[config.mk]
export PLATFORM = sky130hd
export DESIGN_NAME = ttr_setup_flat
export DESIGN_NICKNAME = d
export VERILOG_FILES = /design/src/rtl/core/ttr_pkg.sv /design/src/rtl/core/ttr_in_if.sv /design/src/rtl/core/ttr_setup.sv /design/src/flat_wrapper.sv
export SDC_FILE = /design/constraint.sdc
export NUM_CORES = 2
export LEC_CHECK = 0
export ABC_AREA = 1
export BUFFER_PORTS_ARGS = -buffer_cell sky130_fd_sc_hd__buf_2
export CAP_MARGIN = 40
export CORE_UTILIZATION = 35
export CTS_CLUSTER_SIZE = 25
export DETAILED_ROUTE_END_ITERATION = 7
export SLEW_MARGIN = 5
export SYNTH_ARGS = -nofsm -noshare
export SYNTH_HDL_FRONTEND = slang
export SYNTH_SLANG_ARGS = --single-unit
[constraint.sdc]
create_clock -name clk -period 20.7 [get_ports clk]
set_clock_uncertainty 0.15 [all_clocks]
set_input_delay 4.14 -clock clk [delete_from_list [all_inputs] [get_ports clk]]
set_output_delay 4.14 -clock clk [all_outputs]
set_load 0.1 [all_outputs]
[src/rtl/core/ttr_pkg.sv]
// Shared constants and width helpers for the triangle tile rasterizer.
// No dependencies; ttr_out_if, ttr_setup, ttr_scan and the top level refer to this package.
package ttr_pkg;

    localparam int unsigned EDGE_COUNT  = 3;
    localparam int unsigned QUEUE_DEPTH = 2;

    function automatic int unsigned weight_bits(input int unsigned coord_bits);
        return 2 * coord_bits + 2;
    endfunction

    function automatic int unsigned count_bits(input int unsigned tile_size);
        return $clog2(tile_size + 1);
    endfunction

    function automatic int unsigned entry_bits(input int unsigned coord_bits,
                                               input int unsigned tile_size);
        return 2 * coord_bits + 2 * count_bits(tile_size)
            + EDGE_COUNT * (weight_bits(coord_bits) + 2 * (coord_bits + 1));
    endfunction

endpackage

[src/rtl/core/ttr_in_if.sv]
// Input channel of the rasterizer: one triangle and its tile box per transaction.
// Depends on nothing but its COORD_BITS parameter.
interface ttr_in_if #(parameter int unsigned COORD_BITS = 12);

    logic                  valid;
    logic                  ready;
    logic [COORD_BITS-1:0] vertex0_x;
    logic [COORD_BITS-1:0] vertex0_y;
    logic [COORD_BITS-1:0] vertex1_x;
    logic [COORD_BITS-1:0] vertex1_y;
    logic [COORD_BITS-1:0] vertex2_x;
    logic [COORD_BITS-1:0] vertex2_y;
    logic [COORD_BITS-1:0] tile_left;
    logic [COORD_BITS-1:0] tile_right;
    logic [COORD_BITS-1:0] tile_top;
    logic [COORD_BITS-1:0] tile_bottom;

    modport source (
        output valid, vertex0_x, vertex0_y, vertex1_x, vertex1_y, vertex2_x, vertex2_y,
        output tile_left, tile_right, tile_top, tile_bottom,
        input  ready
    );

    modport sink (
        input  valid, vertex0_x, vertex0_y, vertex1_x, vertex1_y, vertex2_x, vertex2_y,
        input  tile_left, tile_right, tile_top, tile_bottom,
        output ready
    );

endinterface

[src/rtl/core/ttr_setup.sv]
// Front end: accepts a triangle, clips its bounding box to the tile and sets up
// the edge function of each edge. Depends on ttr_pkg and ttr_in_if.
module ttr_setup #(
    parameter int unsigned COORD_BITS = 12,
    parameter int unsigned TILE_SIZE  = 8
) (
    input  logic clk,
    input  logic rst_n,
    ttr_in_if.sink in_ch,
    output logic push_valid,
    input  logic push_ready,
    output logic [ttr_pkg::entry_bits(COORD_BITS, TILE_SIZE)-1:0] push_data
);

    localparam int unsigned CB    = COORD_BITS;
    localparam int unsigned WB    = ttr_pkg::weight_bits(COORD_BITS);
    localparam int unsigned CNT_W = ttr_pkg::count_bits(TILE_SIZE);
    localparam int unsigned EC    = ttr_pkg::EDGE_COUNT;
    localparam int EDGE_START [EC] = '{1, 2, 0};
    localparam int EDGE_END   [EC] = '{2, 0, 1};

    localparam logic [1:0] S_IDLE = 2'd0;
    localparam logic [1:0] S_BOX  = 2'd1;
    localparam logic [1:0] S_MUL  = 2'd2;
    localparam logic [1:0] S_PUSH = 2'd3;

    typedef struct packed {
        logic [CB-1:0]            x0;
        logic [CB-1:0]            y0;
        logic [CNT_W-1:0]         w;
        logic [CNT_W-1:0]         h;
        logic [EC-1:0][WB-1:0]    init;
        logic [EC-1:0][CB:0]      dx;
        logic [EC-1:0][CB:0]      dy;
    } setup_t;

    logic [1:0]              state_reg;
    logic [1:0]              state_next;
    logic [CB-1:0]           vx_reg [EC];
    logic [CB-1:0]           vy_reg [EC];
    logic [CB-1:0]           tile_left_reg;
    logic [CB-1:0]           tile_right_reg;
    logic [CB-1:0]           tile_top_reg;
    logic [CB-1:0]           tile_bottom_reg;
    logic [CB-1:0]           x0_reg;
    logic [CB-1:0]           x0_next;
    logic [CB-1:0]           y0_reg;
    logic [CB-1:0]           y0_next;
    logic [CB-1:0]           x1_box;
    logic [CB-1:0]           y1_box;
    logic [CB-1:0]           span_x;
    logic [CB-1:0]           span_y;
    logic [CNT_W-1:0]        w_reg;
    logic [CNT_W-1:0]        w_next;
    logic [CNT_W-1:0]        h_reg;
    logic [CNT_W-1:0]        h_next;
    logic signed [CB:0]      dx_reg [EC];
    logic signed [CB:0]      dx_next [EC];
    logic signed [CB:0]      dy_reg [EC];
    logic signed [CB:0]      dy_next [EC];
    logic signed [CB:0]      ox_reg [EC];
    logic signed [CB:0]      ox_next [EC];
    logic signed [CB:0]      oy_reg [EC];
    logic signed [CB:0]      oy_next [EC];
    logic signed [WB-1:0]    pa_reg [EC];
    logic signed [WB-1:0]    pa_next [EC];
    logic signed [WB-1:0]    pb_reg [EC];
    logic signed [WB-1:0]    pb_next [EC];
    setup_t                  entry;
    logic                    accept;

    assign in_ch.ready = (state_reg == S_IDLE);
    assign accept      = in_ch.valid && in_ch.ready;
    assign push_valid  = (state_reg == S_PUSH);

    always_comb
    begin
        state_next = state_reg;
        unique case (state_reg)
            S_IDLE:
            begin
                if (in_ch.valid)
                begin
                    state_next = S_BOX;
                end
            end
            S_BOX:
            begin
                state_next = S_MUL;
            end
            S_MUL:
            begin
                state_next = S_PUSH;
            end
            S_PUSH:
            begin
                if (push_ready)
                begin
                    state_next = S_IDLE;
                end
            end
            default:
            begin
                state_next = S_IDLE;
            end
        endcase
    end

    // Bounding box clipped to the tile, with the span cut to the tile size.
    always_comb
    begin
        x0_next = vx_reg[0];
        x1_box  = vx_reg[0];
        y0_next = vy_reg[0];
        y1_box  = vy_reg[0];
        for (int k = 1; k < EC; k++)
        begin
            if (vx_reg[k] < x0_next) x0_next = vx_reg[k];
            if (vx_reg[k] > x1_box)  x1_box  = vx_reg[k];
            if (vy_reg[k] < y0_next) y0_next = vy_reg[k];
            if (vy_reg[k] > y1_box)  y1_box  = vy_reg[k];
        end
        if (tile_left_reg > x0_next)   x0_next = tile_left_reg;
        if (tile_right_reg < x1_box)   x1_box  = tile_right_reg;
        if (tile_top_reg > y0_next)    y0_next = tile_top_reg;
        if (tile_bottom_reg < y1_box)  y1_box  = tile_bottom_reg;
        span_x = x1_box - x0_next;
        span_y = y1_box - y0_next;
        w_next = '0;
        h_next = '0;
        if (x1_box > x0_next)
        begin
            w_next = (span_x > CB'(TILE_SIZE)) ? CNT_W'(TILE_SIZE) : CNT_W'(span_x);
        end
        if (y1_box > y0_next)
        begin
            h_next = (span_y > CB'(TILE_SIZE)) ? CNT_W'(TILE_SIZE) : CNT_W'(span_y);
        end
    end

    always_comb
    begin
        for (int k = 0; k < EC; k++)
        begin
            dx_next[k] = $signed({1'b0, vx_reg[EDGE_END[k]]})
                       - $signed({1'b0, vx_reg[EDGE_START[k]]});
            dy_next[k] = $signed({1'b0, vy_reg[EDGE_END[k]]})
                       - $signed({1'b0, vy_reg[EDGE_START[k]]});
            ox_next[k] = $signed({1'b0, x0_next}) - $signed({1'b0, vx_reg[EDGE_START[k]]});
            oy_next[k] = $signed({1'b0, y0_next}) - $signed({1'b0, vy_reg[EDGE_START[k]]});
            pa_next[k] = WB'(dx_reg[k]) * WB'(oy_reg[k]);
            pb_next[k] = WB'(dy_reg[k]) * WB'(ox_reg[k]);
        end
    end

    always_comb
    begin
        entry.x0 = x0_reg;
        entry.y0 = y0_reg;
        entry.w  = w_reg;
        entry.h  = h_reg;
        for (int k = 0; k < EC; k++)
        begin
            entry.init[k] = pa_reg[k] - pb_reg[k];
            entry.dx[k]   = dx_reg[k];
            entry.dy[k]   = dy_reg[k];
        end
    end

    assign push_data = entry;

    always_ff @(posedge clk or negedge rst_n)
    begin
        if (!rst_n)
        begin
            state_reg <= S_IDLE;
        end
        else
        begin
            state_reg <= state_next;
        end
    end

    always_ff @(posedge clk)
    begin
        if (accept)
        begin
            vx_reg[0]       <= in_ch.vertex0_x;
            vy_reg[0]       <= in_ch.vertex0_y;
            vx_reg[1]       <= in_ch.vertex1_x;
            vy_reg[1]       <= in_ch.vertex1_y;
            vx_reg[2]       <= in_ch.vertex2_x;
            vy_reg[2]       <= in_ch.vertex2_y;
            tile_left_reg   <= in_ch.tile_left;
            tile_right_reg  <= in_ch.tile_right;
            tile_top_reg    <= in_ch.tile_top;
            tile_bottom_reg <= in_ch.tile_bottom;
        end
        if (state_reg == S_BOX)
        begin
            x0_reg <= x0_next;
            y0_reg <= y0_next;
            w_reg  <= w_next;
            h_reg  <= h_next;
            dx_reg <= dx_next;
            dy_reg <= dy_next;
            ox_reg <= ox_next;
            oy_reg <= oy_next;
        end
        if (state_reg == S_MUL)
        begin
            pa_reg <= pa_next;
            pb_reg <= pb_next;
        end
    end

endmodule

[src/flat_wrapper.sv]
// flat-port wrapper written by rule: the top's interface ports become plain ports
module ttr_setup_flat 
#(
    parameter int unsigned COORD_BITS = 12,
    parameter int unsigned TILE_SIZE  = 8
)
  (clk, rst_n, push_valid, push_ready, push_data, in_ch_valid, in_ch_vertex0_x, in_ch_vertex0_y, in_ch_vertex1_x, in_ch_vertex1_y, in_ch_vertex2_x, in_ch_vertex2_y, in_ch_tile_left, in_ch_tile_right, in_ch_tile_top, in_ch_tile_bottom, in_ch_ready);
  ttr_in_if #(.COORD_BITS(COORD_BITS)) in_ch_i ();
  input  logic clk;
  input  logic rst_n;
  output logic push_valid;
  input  logic push_ready;
  output logic [ttr_pkg::entry_bits(COORD_BITS, TILE_SIZE)-1:0] push_data;
  input wire logic [$bits(in_ch_i.valid)-1:0] in_ch_valid;
  input wire logic [$bits(in_ch_i.vertex0_x)-1:0] in_ch_vertex0_x;
  input wire logic [$bits(in_ch_i.vertex0_y)-1:0] in_ch_vertex0_y;
  input wire logic [$bits(in_ch_i.vertex1_x)-1:0] in_ch_vertex1_x;
  input wire logic [$bits(in_ch_i.vertex1_y)-1:0] in_ch_vertex1_y;
  input wire logic [$bits(in_ch_i.vertex2_x)-1:0] in_ch_vertex2_x;
  input wire logic [$bits(in_ch_i.vertex2_y)-1:0] in_ch_vertex2_y;
  input wire logic [$bits(in_ch_i.tile_left)-1:0] in_ch_tile_left;
  input wire logic [$bits(in_ch_i.tile_right)-1:0] in_ch_tile_right;
  input wire logic [$bits(in_ch_i.tile_top)-1:0] in_ch_tile_top;
  input wire logic [$bits(in_ch_i.tile_bottom)-1:0] in_ch_tile_bottom;
  output wire logic [$bits(in_ch_i.ready)-1:0] in_ch_ready;
  assign in_ch_i.valid = in_ch_valid;
  assign in_ch_i.vertex0_x = in_ch_vertex0_x;
  assign in_ch_i.vertex0_y = in_ch_vertex0_y;
  assign in_ch_i.vertex1_x = in_ch_vertex1_x;
  assign in_ch_i.vertex1_y = in_ch_vertex1_y;
  assign in_ch_i.vertex2_x = in_ch_vertex2_x;
  assign in_ch_i.vertex2_y = in_ch_vertex2_y;
  assign in_ch_i.tile_left = in_ch_tile_left;
  assign in_ch_i.tile_right = in_ch_tile_right;
  assign in_ch_i.tile_top = in_ch_tile_top;
  assign in_ch_i.tile_bottom = in_ch_tile_bottom;
  assign in_ch_ready = in_ch_i.ready;
  ttr_setup #(.COORD_BITS(COORD_BITS), .TILE_SIZE(TILE_SIZE)) u_core (.clk(clk), .rst_n(rst_n), .in_ch(in_ch_i), .push_valid(push_valid), .push_ready(push_ready), .push_data(push_data));
endmodule
Word level (Yosys, flattened, before mapping)
Memories as Yosys holds them, arrays and structs flattened.
Cells that the tools add are included.
{"block": "word_totals", "reg_bits": 394, "ram_bits": 72, "input_bits": 124, "out_inout_bits": 190, "word_cells": 101, "n_memories": 2}
{"block": "op_classes", "n_addsub": 17, "n_mul": 6, "magnitude_cmp": 16, "eq_ne": 5, "mux": 19, "n_bitwise": 2, "n_reduce_logical": 5}
{"memory": "u_core.vx_reg", "depth": 3, "width": 12, "read_ports": 3, "rd_clocked_by_memory_dff": 0, "write_ports": 3, "line_no": "ttr_setup.sv:39", "rtl": "logic [CB-1:0] vx_reg [EC];"}
{"memory": "u_core.vy_reg", "depth": 3, "width": 12, "read_ports": 3, "rd_clocked_by_memory_dff": 0, "write_ports": 3, "line_no": "ttr_setup.sv:40", "rtl": "logic [CB-1:0] vy_reg [EC];"}
{"op": "$mul 13x13->26", "count": 6}
{"op": "$sub 12x12->13", "count": 12}
{"op": "$mux 12", "count": 12}
{"op": "$gt 12x12->1", "count": 8}
{"op": "$sub 26x26->26", "count": 3}
{"op": "$lt 12x12->1", "count": 6}
{"op": "$gt 12x4->1 const B", "count": 2}
{"op": "$sub 12x12->12", "count": 2}
{"op": "$mux 4", "count": 2}
{"op": "$pmux 2 s4", "count": 1}
{"op": "$eq 2x2->1 const B", "count": 2}
{"op": "$mux 2", "count": 2}
{"op": "$reduce_or 2->1", "count": 2}
{"op": "$eq 2x1->1 const B", "count": 1}
{"op": "$logic_not 2->1", "count": 1}
{"op": "$mux 1", "count": 2}
{"op": "$ne 2x1->1 const B", "count": 1}
{"op": "$ne 2x2->1 const B", "count": 1}
{"op": "$not 1->1", "count": 2}
{"op": "$reduce_and 2->1", "count": 1}
{"op": "$logic_and 1x1->1", "count": 1}

Logic depth before layout (Yosys ltp)
{"block": "depth", "word_depth": 9, "ltp_mapped": 50, "depth_no_buf": 48}

Worst setup path before layout
No wires, ideal clock.
{"block": "synth_timing", "path_kind": "register to output", "start": "register u_core.pb_reg[26] (netlist name)", "end": "output push_data[128] (netlist name)", "t_arrival_ns": 4.266, "required_time_ns": 16.410, "setup_slack_ns": 12.144, "path_stages_with_launch": 19, "n_path_buf": 0, "cell_sequence": "edfxtp_1 -> ha_1 -> fa_1 -> nand3b_1 -> nand2_1 -> a21o_1 -> a21oi_1 -> o21ai_0 -> a21oi_1 -> inv_1 -> a21oi_1 -> o21ai_0 -> a21oi_1 -> o21ai_0 -> nand2_1 -> nand2_1 -> nand2_1 -> o211a_1 -> xor2_1"}
{"block": "synth_between", "elab_chain_len": 1}
{"item": "start: declaration", "line_no": "ttr_setup.sv:67", "rtl": "logic signed [WB-1:0] pb_reg [EC];"}
{"item": "start signal: assignment", "line_no": "ttr_setup.sv:213", "rtl": "pb_reg <= pb_next;"}
{"item": "$sub 26x26->26", "line_no": "ttr_setup.sv:164", "rtl": "entry.init[k] = pa_reg[k] - pb_reg[k];"}
{"item": "end: declaration", "line_no": "flat_wrapper.sv:13", "rtl": "output logic [ttr_pkg::entry_bits(COORD_BITS, TILE_SIZE)-1:0] push_data;"}
Every way passes these cells.

Worst setup path in the final report
Same ends and word-level chain as after synthesis.

==> flow_metrics.tcl <==
set metrics [dict create \
    outcome "finished clean" \
    cts.htree.levels 2 \
    ant_nets 0 \
    grt_max_degree 68 \
    crit_buf_inv 2 \
    crit_family "compound AO/OA/AOI/OAI gates" \
    synth-seq-area-share_pct 21.3 \
    root_buffer "clkbuf_16" \
    avgSynthCellArea_um2 9.15 \
    die_w_um 435 \
    wirelength_um 191000 \
    setup_viol 0 \
    hold-worst-slack_ns 0.523 \
    clockBufferDepth 3 \
    wl_met3_um 8600 \
    dp_slack_ns 12.62 \
    finalCritPeriodShare_pct 42.7 \
    crit_type "reg -> out" \
    cts_tree "yes" \
    synth-seq-cells 466 \
    required_ns 16.41 \
    maxSlewViolCount 0 \
    clk_latency_ns 0.70 \
    place.detailed.hpwl_um 159000 \
    io_pins 314 \
    die_y_um 435 \
    cpMaxStageDelayCell "buf_2" \
    track_usage_pct 20.6 \
    syn-cell-area_mm2 0.0655 \
    numCtsBuffers 60 \
    antenna_found_initial 18 \
    tns_ns 0 \
    cts_sinks 466 \
    multiInputGateArea_mm2 0.0441 \
    synthCells 7162 \
    wl_met1_um 78400 \
    grt_pass1_vias 49600 \
    yosysWarnings 0 \
    placed_cells 9810 \
    initial_utilization_pct 35.3 \
    postCtsHoldBufs 0 \
    fin_cells 9929 \
    critPathCaptureType "output port" \
    dieArea_mm2 0.189 \
    wl_per_cell_um 19.2 \
    path_cells "ha_1 -> fa_1 -> nand3b_1 -> nand2_1 -> a21o_1 -> a21oi_1 -> o21ai_0 -> a21oi_1 -> inv_1 -> a21oi_1 -> o21ai_0 -> a21oi_1 -> o21ai_0 -> nand2_1 -> nand2_1 -> nand2_1 -> o211a_1 -> xor2_1 -> buf_2" \
    cts_setup_buffers 0 \
    grt_remaining_overflow 0 \
    cp_max_fo 3 \
    slew_headroom_pct 38.4 \
    drive_gt1_share_pct 8.09 \
    final_common_cell "inv_1" \
    finalHoldViolations 0 \
    core.rowCount 158 \
    cp.arrival_ns 4.55 \
    highest_layer "met5" \
    synth_nets 9014 \
    nFillCells 18400 \
    timing.critical_path.slowest_cell_delay_ns 0.44 \
    viasPerCell 4.80 \
    maxCapViolations 0 \
    area_growth_pct 9.70 \
    dr_wl_met2_um 91800 \
    portBuffers 313 \
    finalWorstSetupSlack_ns 11.86 \
    final_net_count 9244 \
    globalplace.congestion 0.966 \
    worst_slew_pin_slew_ns 0.925 \
    final_cell_mix "inv_1 (1790), nand2_1 (1492), fa_1 (989)" \
    fmax_mhz 113 \
    grt_pass1_wl_um 293000 \
    post_cts_resized 0 \
    rsz0062_at_grt "no" \
    startpoint_type "flip-flop" \
    hold_path_class "reg -> reg" \
    via_count 47700 \
    clk_pin_slew_ns 0.07 \
    core-area_mm2 0.186 \
    drc_errors 0 \
    first_iter_violations 3168 \
    synth.distinct_cells 47 \
    layout_min_cycle_time_ns 8.84 \
    firstDrtPassIters 6 \
    ff_latch_area_mm2 0.0140 \
]
[layer usage]
| layer | global-route usage, % | vias up |
|---|---|---|
| met5 | 0 | - |
| li1 | - | 22300 |
| met4 | 11.3 | 6 |
| met2 | 34.7 | 1202 |
| met1 | 25.8 | 23800 |
| met3 | 2.05 | 329 |
[path summary, 6_finish.rpt]
kind | from | to | slack (ns) | cells past startpoint
worst max-delay path | u_core.pb_reg[26] | push_data[128] | 11.86 | 19
worst min-delay path | u_core.tile_left_reg[8] | u_core.x0_reg[8] | 0.52 | 2
worst max register to register | u_core.vy_reg[0][1] | u_core.oy_reg[12] | 12.55 | 46
worst min register to register | u_core.tile_left_reg[8] | u_core.x0_reg[8] | 0.52 | 2
max in group asynchronous | rst_n | u_core.state_reg[0] | 17.22 | 1
min in group asynchronous | rst_n | u_core.state_reg[1] | 3.08 | 1
[logic make-up after synthesis]
family / count (synthesis) / synth area share (%)
xor gates and xnor gates: 369 / 4.93
AOI/OAI and AO/OA: 697 / 5.73
DFF: 466 / 21.3
buffers and inverters: 1978 / 11.3
and+or+nand+nor: 1924 / 12.3
adders and majority gates: 1728 / 44.3
[synthesized netlist by cell type (all sizes together)]
master	number	share of area [%]
a2111oi	2	0.038
a211oi	9	0.10
a21boi	1	0.011
a21o	12	0.14
a21oi	361	2.8
a31oi	23	0.22
and2	9	0.086
buf	4	0.023
clkbuf	176	1.0
dfrtp	2	0.076
edfxtp	464	21
fa	989	30
ha	739	14
inv	1798	10
nand2	1534	9.1
nand3	155	1.3
nand3b	8	0.092
nand4	29	0.29
nor2	103	0.61
nor3	14	0.11
nor4	2	0.019
o2111ai	2	0.027
o211a	3	0.046
o21a	2	0.023
o21ai	242	1.9
o21bai	28	0.32
o221a	2	0.034
o221ai	7	0.094
o22ai	1	0.0096
o31ai	2	0.023
or2	70	0.67
xnor2	102	1.4
xor2	267	3.6
[cell type report]
| type | instances | share of cell area [%] |
|---|---|---|
| multi-input combinational | 4718 | 61.4 |
| sequential | 466 | 19.5 |
| inverter | 1798 | 9.40 |
| tap | 2480 | 4.32 |
| timing repair buffer | 348 | 2.57 |
| clock buffer | 62 | 2.10 |
| clock inverter | 50 | 0.724 |
| antenna | 7 | 0.0244 |
[worst min-delay path: cells and delay by family (launching register included)]
family | cells | cell delay [ns]
simple gates | 1 | 0.06
compound gates | 1 | 0.12
flops | 1 | 0.36
[stage by stage]
step	area [µm²]	util [%]
detailed placement	69800	37.6
floorplan	65500	-
global route	71900	38.7
CTS	71800	38.7
finish	71900	38.7
global placement	69800	37.6
Power is not shown: default switching activity piles up to over one toggle a cycle in this logic, so the estimate is an artifact.
