[src/rtl/core/ttr_queue.sv]
// Small first-in first-out queue that decouples the setup front end from the scan.
// Self-contained; the entry width and depth come from its parameters.
module ttr_queue #(
    parameter int unsigned WIDTH = 8,
    parameter int unsigned DEPTH = 2
) (
    input  logic             clk,
    input  logic             rst_n,
    input  logic             push_valid,
    output logic             push_ready,
    input  logic [WIDTH-1:0] push_data,
    output logic             pop_valid,
    input  logic             pop_ready,
    output logic [WIDTH-1:0] pop_data
);

    localparam int unsigned PTR_W   = (DEPTH > 1) ? $clog2(DEPTH) : 1;
    localparam int unsigned COUNT_W = $clog2(DEPTH + 1);

    logic [WIDTH-1:0]   mem_reg [DEPTH];
    logic [PTR_W-1:0]   wr_ptr_reg;
    logic [PTR_W-1:0]   wr_ptr_next;
    logic [PTR_W-1:0]   rd_ptr_reg;
    logic [PTR_W-1:0]   rd_ptr_next;
    logic [COUNT_W-1:0] count_reg;
    logic [COUNT_W-1:0] count_next;
    logic               push;
    logic               pop;

    assign push_ready = (count_reg != COUNT_W'(DEPTH));
    assign pop_valid  = (count_reg != '0);
    assign push       = push_valid && push_ready;
    assign pop        = pop_valid && pop_ready;
    assign pop_data   = mem_reg[rd_ptr_reg];

    always_comb
    begin
        wr_ptr_next = wr_ptr_reg;
        rd_ptr_next = rd_ptr_reg;
        count_next  = count_reg;
        if (push)
        begin
            wr_ptr_next = (wr_ptr_reg == PTR_W'(DEPTH - 1)) ? '0 : wr_ptr_reg + PTR_W'(1);
        end
        if (pop)
        begin
            rd_ptr_next = (rd_ptr_reg == PTR_W'(DEPTH - 1)) ? '0 : rd_ptr_reg + PTR_W'(1);
        end
        if (push && !pop)
        begin
            count_next = count_reg + COUNT_W'(1);
        end
        else if (pop && !push)
        begin
            count_next = count_reg - COUNT_W'(1);
        end
    end

    always_ff @(posedge clk or negedge rst_n)
    begin
        if (!rst_n)
        begin
            wr_ptr_reg <= '0;
            rd_ptr_reg <= '0;
            count_reg  <= '0;
        end
        else
        begin
            wr_ptr_reg <= wr_ptr_next;
            rd_ptr_reg <= rd_ptr_next;
            count_reg  <= count_next;
        end
    end

    always_ff @(posedge clk)
    begin
        if (push)
        begin
            mem_reg[wr_ptr_reg] <= push_data;
        end
    end

endmodule

[config.mk]
export PLATFORM = sky130hd
export DESIGN_NAME = ttr_queue
export DESIGN_NICKNAME = d
export VERILOG_FILES = /design/src/rtl/core/ttr_queue.sv
export SDC_FILE = /design/constraint.sdc
export NUM_CORES = 1
export LEC_CHECK = 0
export ABC_AREA = 0
export BUFFER_PORTS_ARGS = -buffer_cell sky130_fd_sc_hd__buf_4
export CAP_MARGIN = 20
export CELL_PAD_IN_SITES_DETAIL_PLACEMENT = 2
export CELL_PAD_IN_SITES_GLOBAL_PLACEMENT = 2
export CORE_UTILIZATION = 37
export DETAILED_ROUTE_END_ITERATION = 7
export PLACE_DENSITY = 0.91
export SLEW_MARGIN = 20
export SYNTH_ARGS = -nofsm -noshare
export SYNTH_HDL_FRONTEND = slang
export SYNTH_SLANG_ARGS = --single-unit
[constraint.sdc]
create_clock -name clk -period 3.35 [get_ports clk]
set_clock_uncertainty 0.2 [all_clocks]
set_input_delay 0.5025 -clock clk [delete_from_list [all_inputs] [get_ports clk]]
set_output_delay 0.5025 -clock clk [all_outputs]
set_load 0.05 [all_outputs]
== Word-level counts from Yosys, hierarchy flattened ==
Memories as Yosys holds them, arrays and structs flattened.
Index checks and enable logic that the tools add are counted.
Storage, ports and cells
  ROM bits: 0
  memories: 1
  memory bits (writable): 16
  latch bits: 0
  register bits: 4
  word-level logic and storage cells: 23
Memory list
  mem_reg: depth 2, bits a word 8, rd ports 1, clocked after memory_dff 0, write ports 1, line 20  | logic [WIDTH-1:0] mem_reg [DEPTH];
Cells by class
  shifts and indexed selects: 0
  multiply operators: 0
  divide/modulo/power cells: 0
  reduce and logical (&&, ||, !) cells: 8
  equal/unequal tests: 1
  add/subtract/negate cells: 4
  magnitude comparators: 0
  bitwise gates (word level): 0
  muxes and demuxes: 6
Operator list (number)
  logical AND 1 bit: 4
  2-to-1 mux 1 bit: 4
  2-to-1 mux 2 bit: 2
  nonzero test 2 bit: 2
  adder 1 bit (second input constant): 2
  adder 2 x 1 -> 2 bit (second input constant): 1
  logical NOT 1 bit: 2
  != test 2 bit (second input constant): 1
  subtractor 2 x 1 -> 2 bit (second input constant): 1

== Longest topological paths before layout ==
Gate-level depths: netlist (run 1).
  depth in word-level cells: 6
  depth in mapped cells: 7
  depth with buffers taken out: 7

== Least setup slack after synthesis (run 1) ==
Ideal clock, no wire load.
  path kind: reg-to-reg
  start point: register count_reg[0]
  end point: memory mem_reg[0][0] (enable)
  cell stages (with the launch flop): 4
  period minus slack after synthesis: 1.701 ns
  arrival: 1.131 ns
  setup time: 0.370 ns
  required time: 2.780 ns
  slack: 1.649 ns
  buffers on the path: 0
  path through: dfrtp_1 -> nand2b_4 -> nand2_1 -> nor2_1
Between the ends
  longest elaborated chain between the ends: 4
Ends and longest elaborated chain
  start: declaration: line 25  | logic [COUNT_W-1:0] count_reg;
  start signal: assignment: line 71  | count_reg <= count_next;
  != test 2 bit: line 30  | assign push_ready = (count_reg != COUNT_W'(DEPTH));
  via push_ready: line 10  | output logic push_ready,
  logical AND 1 bit: line 32  | assign push = push_valid && push_ready;
  2-to-1 mux 1 bit: line 77  | if (push)
  2-to-1 mux 1 bit (implied by the code): line 79  | mem_reg[wr_ptr_reg] <= push_data;
  end: declaration: line 20
The timed path passes the listed nets, and every way through them passes these cells.

== Worst setup path in the final report (run 1) ==
  start point: register rd_ptr_reg
  end point: output pop_data[0]
Between the ends
  longest elaborated chain between the ends: 1
Ends and longest elaborated chain
  start: declaration: line 23  | logic [PTR_W-1:0] rd_ptr_reg;
  start signal: assignment: line 70  | rd_ptr_reg <= rd_ptr_next;
  memory read (2 x 8 bit)
  end: declaration: line 14  | output logic [WIDTH-1:0] pop_data
No other way between the ends.

==> flow_metrics.env, run 1 <==
export IMPL_cts_setup_buffers=0
export IMPL_path_clk_slew_ps=110
export IMPL_setup_ws_ps=1150
export IMPL_cts_sinks=20
export IMPL_synth_nets=56
export IMPL_antenna_found_initial=0
export IMPL_numCtsBuffers=3
export IMPL_synth_top_area_share_pct=61.0
export IMPL_syn_cell_area_sq_um=787
export IMPL_ys_seq_elements=20
export IMPL_area_growth_pct=29.6
export IMPL_vias=441
export IMPL_yosys_warnings=0
export IMPL_critPathRequiredTime_ps=2650
export IMPL_final_period_utilization_pct=65.6
export IMPL_min_path_type="in2reg"
export IMPL_setup_tns_ps=0
export IMPL_drt_first_pass_iters=1
export IMPL_wl_mm=1.68
export IMPL_die_width_um=48.1
export IMPL_slew_headroom_pct=54.5
export IMPL_ir_drop_v=0.000525
export IMPL_io_pins=22
export IMPL_status="finished clean"
export IMPL_remaining_drc_errors=0
export IMPL_min_path_cells=1
export IMPL_diodes=0
export IMPL_wire_per_inst_um=17.7
export IMPL_layout_cells_most_common="buf_4"
export IMPL_rows=16
export IMPL_dp_hpwl_mm=1.35
export IMPL_post_route_min_period_ps=2200
export IMPL_startpoint_type="register"
export IMPL_initial_core_util_pct=39.7
export IMPL_netlist_instances=43
export IMPL_clock_root_buffer="clkbuf_4"
export IMPL_synth_top_cell_by_area="edfxtp_1"
export IMPL_layout_common_cells="21 x buf_4, 16 x edfxtp_1, 8 x mux2_2, 4 x dfrtp_1"
export IMPL_ant_nets=0
export IMPL_grt_max_degree=12
export IMPL_fin_nets=82
export IMPL_gr_total_overflow=0
export IMPL_post_place_ws_ps=1480
export IMPL_die_area_sq_mm=0.00232
export IMPL_largest_reg_flops=16
export IMPL_drive_gt1_share_pct=52.9
export IMPL_drv_slew=0
export IMPL_fp_dieH_um=48.1
export IMPL_clk_latency_ps=300
export IMPL_fp_coreArea_sq_mm=0.00198
export IMPL_cp_arrival_ps=1500
export IMPL_yosys_cell_types_count=14
export IMPL_critical_path_reg2reg_endpoint="mem_reg[0][4]"
export IMPL_r2r_start="count_reg[0]"
export IMPL_maxCapViolations=0
export IMPL_r2r_slack_ps=1530
export IMPL_min_to="mem_reg[1][1]"
export IMPL_setup_viol=0
export IMPL_ctsResizeCount=0
export IMPL_cts_tree="yes"
export IMPL_hold_viol_final=0
export IMPL_p_per_area_mw_per_mm2=1030
export IMPL_syn_area_per_cell_sq_um=18.3
export IMPL_grt_pass1_wl_mm=2.45
export IMPL_drtIter0Drc=0
export IMPL_critPathKind="reg2out"
export IMPL_htreeDepth=1
export IMPL_grt_usage_pct=18.0
export IMPL_via_per_inst=4.64
export IMPL_reg2reg_depth=3
export IMPL_power_leakage_nw=0.413
export IMPL_yosysSeqAreaShare_pct=73.8
export IMPL_holdCritStartpoint="push_data[1]"
export IMPL_port_buffers=21
export IMPL_grt_pass1_vias=478
export IMPL_synth_area_top_cells="edfxtp_1 61%, dfrtp_1 13%, mux2_2 11%"
export IMPL_rsz0062_at_grt="no"
export IMPL_path_max_fanout=9
export IMPL_cp_end_kind="output port"
export IMPL_cts_buffer_depth=2
export IMPL_gp_congestion=0.680
export IMPL_max_freq_ghz=0.455
export IMPL_tightest_slew_ps=680
-- worst max-delay path by stage --
| stage | from | endpoint | slack [ps] |
|---|---|---|---|
| after floorplan | count_reg[0] | mem_reg[0][0] | 1650 |
| after global placement | rd_ptr_reg | pop_data[3] | 1510 |
| after detailed placement | rd_ptr_reg | pop_data[0] | 1480 |
| after CTS | rd_ptr_reg | pop_data[0] | 1130 |
| after global routing | rd_ptr_reg | pop_data[0] | 1080 |
| final | rd_ptr_reg | pop_data[0] | 1150 |
-- synth_stat cells, drive strengths merged --
cell    instances
and3            1
buf             1
dfrtp           4
edfxtp         16
ha              1
inv             1
mux2            8
nand2           2
nand2b          1
nor2            2
or2             1
xnor2           3
xor2            2
-- repair_timing --
item | CTS | global route
hold endpoints to repair | 4 | 0
hold buffers | 1 | 0
setup endpoints to repair | 0 | 0
-- per-stage QoR --
step	util (%)	instances	power, mW	instance area, sq um	hold WS (ps)
2_1_floorplan	-	43	0.767	787	6.91
3_3_place_gp	49.1	90	0.884	973	103
3_5_place_dp	49.1	90	0.923	973	102
4_1_cts	51.5	95	1.07	1020	164
5_1_grt	51.5	95	1.10	1020	156
6_report	51.5	95	1.05	1020	174
-- worst max-delay path, stage by stage, from the launching register on --
cell	delay, ps
dfrtp_1	590
mux2_2	410
buf_4	190
-- power breakdown --
| group | leakage, nW | total, mW | switching, mW | internal, mW |
|---|---|---|---|---|
| sequential | 0.195 | 0.406 | 0.0583 | 0.348 |
| combinational | 0.197 | 0.504 | 0.319 | 0.184 |
| clock | 0.0210 | 0.140 | 0.0737 | 0.0664 |
-- logic make-up after synthesis --
family | after synthesis | synth area share (%)
flops | 20 | 73.8
mux | 8 | 11.4
simple gates | 7 | 6.52
xor+xnor | 5 | 5.57
buf+inv | 2 | 1.11
fa+ha+maj | 1 | 1.59
-- layout make-up --
cell class                      instances  area [sq um]
Inverter                                1          3.75
Fill cell                             183           962
Tap cell                               27          33.8
Multi-Input combinational cell         21           198
Timing Repair Buffer                   22           168
Sequential cell                        20           581
Clock buffer                            4          36.3
-- per-layer routing --
layer | up-vias | GRT usage, % | wire (um)
met3 | 4 | 5.56 | 50
met5 | - | 0 | 0
met1 | 218 | 16.5 | 593
met4 | 0 | 8.33 | 31
li1 | 204 | - | -
met2 | 15 | 35.4 | 1000
Note: power is estimated with default switching activity, not from simulation.
==> inputs of run 2 (changes only) <==
CORE_UTILIZATION = 31   (was 37)
PLACE_DENSITY = 0.83   (was 0.91)
clock period = 1.85 ns   (was 3.35 ns; I/O delays follow)
==> run 2 against run 1 <==
Net effect:
- die area increased by 19%
- combinational power increased by 110%
- register-to-register slack got worse by 1400 ps
- setup slack got worse by 1100 ps
- sequential share of layout area decreased by 6.3 points
- clock power increased by 50%
- core utilization decreased by 1.5 points
- critical path depth increased by 1
- count of clock-buffer cells in the layout decreased by 1
- cell count increased by 13%
==> flow_metrics.env, run 2 (synthesis gave the netlist of run 1 again) <==
export IMPL_hold_viol_final=0
export IMPL_vias=476
export IMPL_max_freq_ghz=0.558
export IMPL_critPathRequiredTime_ps=1370
export IMPL_drive_gt1_share_pct=49.4
export IMPL_maxCapViolations=0
export IMPL_initial_core_util_pct=34.3
export IMPL_gp_congestion=0.671
export IMPL_clock_root_buffer="clkbuf_4"
export IMPL_p_per_area_mw_per_mm2=1710
export IMPL_utilization_pct=50.0
export IMPL_fp_coreArea_sq_mm=0.00230
export IMPL_area_growth_pct=45.9
export IMPL_startpoint_type="register"
export IMPL_critPathKind="reg2out"
export IMPL_r2r_start="count_reg[0]"
export IMPL_cpMaxStageDelayCell="dfrtp_2"
export IMPL_fp_dieH_um=52.4
export IMPL_die_width_um=52.4
export IMPL_io_pins=22
export IMPL_grt_usage_pct=13.6
export IMPL_path_clk_slew_ps=100
export IMPL_postPlaceCellArea_sq_um=982
export IMPL_fin_total_pwr_mw=1.96
export IMPL_dp_hpwl_mm=1.02
export IMPL_clk_latency_ps=290
export IMPL_crit_start="rd_ptr_reg"
export IMPL_fin_nets=93
export IMPL_final_area_sq_mm=0.00115
export IMPL_gr_total_overflow=0
export IMPL_port_buffers=21
export IMPL_tightest_slew_ps=397
export IMPL_setup_viol=0
export IMPL_rsz0062_at_grt="yes"
export IMPL_slew_headroom_pct=73.5
export IMPL_cp_end_kind="output port"
export IMPL_wl_mm=1.48
export IMPL_largest_reg_flops=16
export IMPL_cts_buffer_depth=2
export IMPL_status="finished clean"
export IMPL_cts_sinks=20
export IMPL_numCtsBuffers=3
export IMPL_cp_slowest_stage_delay_ps=380
export IMPL_ir_drop_v=0.000840
export IMPL_wire_per_inst_um=13.8
export IMPL_layout_common_cells="16 x edfxtp_1, 15 x buf_4, 9 x dlygate4sd3_1, 9 x buf_6, 8 x mux2_2"
export IMPL_drv_slew=0
export IMPL_cp_arrival_ps=1320
export IMPL_remaining_drc_errors=0
export IMPL_min_path_type="in2reg"
export IMPL_htreeDepth=1
export IMPL_grt_pass1_wl_mm=2.53
export IMPL_cts_tree="yes"
export IMPL_ant_nets=0
export IMPL_power_leakage_nw=0.466
export IMPL_worstPathCellList="buf_4 -> mux2_2 -> buf_6"
export IMPL_layout_cells_most_common="edfxtp_1"
export IMPL_drtIter0Drc=2
export IMPL_path_max_fanout=4
export IMPL_holdCritStartpoint="pop_ready"
export IMPL_via_per_inst=4.45
export IMPL_rows=17
export IMPL_drt_first_pass_iters=2
export IMPL_antenna_found_initial=0
export IMPL_die_area_sq_mm=0.00274
export IMPL_grt_pass1_vias=547
export IMPL_final_period_utilization_pct=96.9
export IMPL_setup_tns_ps=0
export IMPL_post_route_min_period_ps=1790
export IMPL_grt_max_degree=12
export IMPL_diodes=0
==> run 2: critical path: cells and delay by family (launching register included) <==
family | cells | cell delay (ps)
buf+inv | 2 | 290
flops | 1 | 380
mux | 1 | 340
==> run 2: power breakdown <==
part	internal, mW	switching (mW)
combinational	0.438	0.614
clock	0.0786	0.132
sequential	0.631	0.0663
==> run 2: path summary, 6_finish.rpt <==
| kind | end | slack [ps] | cells past startpoint |
|---|---|---|---|
| max in group asynchronous | rd_ptr_reg | 1230 | 2 |
| worst min-delay path | rd_ptr_reg | 40 | 3 |
| worst min register to register | wr_ptr_reg | 300 | 1 |
| worst max-delay path | pop_data[6] | 60 | 3 |
| min in group asynchronous | wr_ptr_reg | 110 | 2 |
| worst max register to register | count_reg[1] | 180 | 6 |
==> run 2: cell type report <==
type | count | area, sq um
Fill cell | 223 | 1150
Sequential cell | 20 | 582
Timing Repair Buffer | 33 | 304
Multi-Input combinational cell | 21 | 198
Tap cell | 28 | 35.0
Clock buffer | 3 | 22.5
Clock inverter | 1 | 3.75
Inverter | 1 | 3.75
==> run 2: metrics by stage <==
step	cells	hold WS, ps	setup slack, ps
3_5_place_dp	92	-121	182
6_report	107	42.4	56.8
4_1_cts	107	29.7	14.6
2_1_floorplan	43	-218	149
3_3_place_gp	92	-124	221
5_1_grt	107	40.7	1.14
==> run 2: timing repair <==
action / CTS / global route
endpoints found under the setup margin: 8 / 8
resized for setup: 3 / 9
hold endpoints to repair: 20 / 0
hold buffers: 9 / 0
setup buffers: 2 / 0
==> run 2: metal layers <==
layer / vias up / track usage (%) / wire length [um]
li1: 228 / - / -
met2: 17 / 21.7 / 734
met3: 0 / 3.77 / 63
met5: - / 0 / 0
met4: 0 / 6.58 / 0
met1: 231 / 16.9 / 678
==> inputs of run 3 (changes only) <==
RECOVER_POWER = 100   (was unset)
==> run 3 against run 2 <==
Net effect:
- total power down 1.6%
- core utilization down 1.0 points
- via count unchanged
- sequential power about the same
- global-route usage unchanged
- count of clock-buffer cells in the layout unchanged
- combinational power about the same
- first-iteration DRC count unchanged
- setup slack about the same
- largest power group unchanged
==> flow_metrics.env, run 3 (synthesis gave the netlist of run 1 again) <==
export IMPL_status="finished clean"
export IMPL_cts_sinks=20
export IMPL_wire_per_inst_um=13.6
export IMPL_path_clk_slew_ps=100
export IMPL_cts_buffer_depth=2
export IMPL_initial_core_util_pct=34.3
export IMPL_gp_congestion=0.671
export IMPL_layout_cells_most_common="edfxtp_1"
export IMPL_drtIter0Drc=2
export IMPL_fp_coreArea_sq_mm=0.00230
export IMPL_power_leakage_nw=0.443
export IMPL_min_path_type="in2reg"
export IMPL_drv_slew=0
export IMPL_dp_hpwl_mm=1.02
export IMPL_min_path_cells=3
export IMPL_r2r_start="count_reg[0]"
export IMPL_rows=17
export IMPL_vias=476
export IMPL_clock_root_buffer="clkbuf_4"
export IMPL_slew_headroom_pct=69.1
export IMPL_port_buffers=21
export IMPL_max_freq_ghz=0.558
export IMPL_postPlaceCellArea_sq_um=982
export IMPL_wl_mm=1.46
export IMPL_critPathKind="reg2out"
export IMPL_fin_total_pwr_mw=1.93
export IMPL_numCtsBuffers=3
export IMPL_stdcell_count=107
export IMPL_final_area_sq_mm=0.00112
export IMPL_clk_latency_ps=290
export IMPL_post_route_min_period_ps=1790
export IMPL_multiInputGateArea_sq_um=195
export IMPL_antenna_found_initial=0
export IMPL_cp_end_kind="output port"
export IMPL_die_width_um=52.4
export IMPL_drt_first_pass_iters=2
export IMPL_worstPathCellList="buf_4 -> mux2_2 -> buf_6"
export IMPL_largest_reg_flops=16
export IMPL_setup_tns_ps=0
export IMPL_regArea_sq_um=582
export IMPL_cts_tree="yes"
export IMPL_diodes=0
export IMPL_ant_nets=0
export IMPL_remaining_drc_errors=0
export IMPL_crit_start="rd_ptr_reg"
export IMPL_fin_nets=93
export IMPL_setup_viol=0
export IMPL_critPathRequiredTime_ps=1370
export IMPL_holdCritStartpoint="pop_ready"
export IMPL_htreeDepth=1
export IMPL_cpMaxStageDelayCell="dfrtp_2"
export IMPL_reg2reg_depth=4
export IMPL_die_area_sq_mm=0.00274
export IMPL_gr_total_overflow=0
export IMPL_startpoint_type="register"
export IMPL_rsz0062_at_grt="yes"
export IMPL_cp_arrival_ps=1320
export IMPL_final_period_utilization_pct=96.9
export IMPL_hold_viol_final=0
export IMPL_path_max_fanout=4
export IMPL_io_pins=22
export IMPL_maxCapViolations=0
export IMPL_grt_pass1_wl_mm=2.53
export IMPL_fp_dieH_um=52.4
export IMPL_layout_common_cells="16 x edfxtp_1, 9 x clkbuf_4, 9 x dlygate4sd3_1, 9 x buf_6, 8 x mux2_2"
export IMPL_p_per_area_mw_per_mm2=1710
export IMPL_area_growth_pct=42.9
export IMPL_drive_gt1_share_pct=41.8
export IMPL_dp_cells=92
export IMPL_grt_usage_pct=13.6
export IMPL_grt_pass1_vias=547
export IMPL_hold_ws_ps=42.5
export IMPL_ir_drop_v=0.000809
export IMPL_tightest_slew_ps=464
export IMPL_via_per_inst=4.45
export IMPL_cp_slowest_stage_delay_ps=380
export IMPL_fillers=221
export IMPL_grt_max_degree=12
run 3: layer usage:
metal | GRT usage (%) | vias to the layer above | part of all wire (%)
met5 | 0 | - | 0
met1 | 16.9 | 232 | 46
met3 | 3.77 | 0 | 4.4
met2 | 21.7 | 17 | 50
met4 | 6.58 | 0 | 0
li1 | - | 227 | -
run 3: final timing paths:
path                            slack, ps             to
worst max-delay path                   60    pop_data[6]
worst min-delay path                   40     rd_ptr_reg
worst max register to register        140  mem_reg[0][4]
worst min register to register        300     wr_ptr_reg
max in group asynchronous            1100     rd_ptr_reg
min in group asynchronous             140     wr_ptr_reg
run 3: where the power goes:
group          total [mW]  internal [mW]  switching (mW)
sequential          0.696          0.632          0.0645
clock               0.210         0.0786           0.131
combinational        1.02          0.408           0.613
total                1.93           1.12           0.809
run 3: worst max-delay path, delay by kind of cell, from the launching register on:
kind | cells | cell delay, ps
multiplexers | 1 | 340
buffers and inverters | 2 | 290
flip-flops | 1 | 380
run 3: repair_timing:
| action | in CTS | in global routing |
|---|---|---|
| gates resized for setup | 3 | 9 |
| hold buffers | 9 | 0 |
| buffers inserted | 2 | 0 |
| endpoints found under the setup margin | 8 | 8 |
| endpoints found under the hold margin | 20 | 0 |
run 3: final cells by class:
cell class / count / area share, %
Inverter: 1 / 0.334
Clock buffer: 3 / 2.00
Sequential cell: 20 / 51.7
Clock inverter: 1 / 0.334
Timing Repair Buffer: 33 / 25.1
Multi-Input combinational cell: 21 / 17.4
Tap cell: 28 / 3.11
run 3: through the flow:
step,worst slack [ps],utilization [%]
finish,57.0,49.0
global route,1.14,49.0
CTS,14.6,48.5
detailed placement,182,42.8
global placement,221,42.8
floorplan,149,-
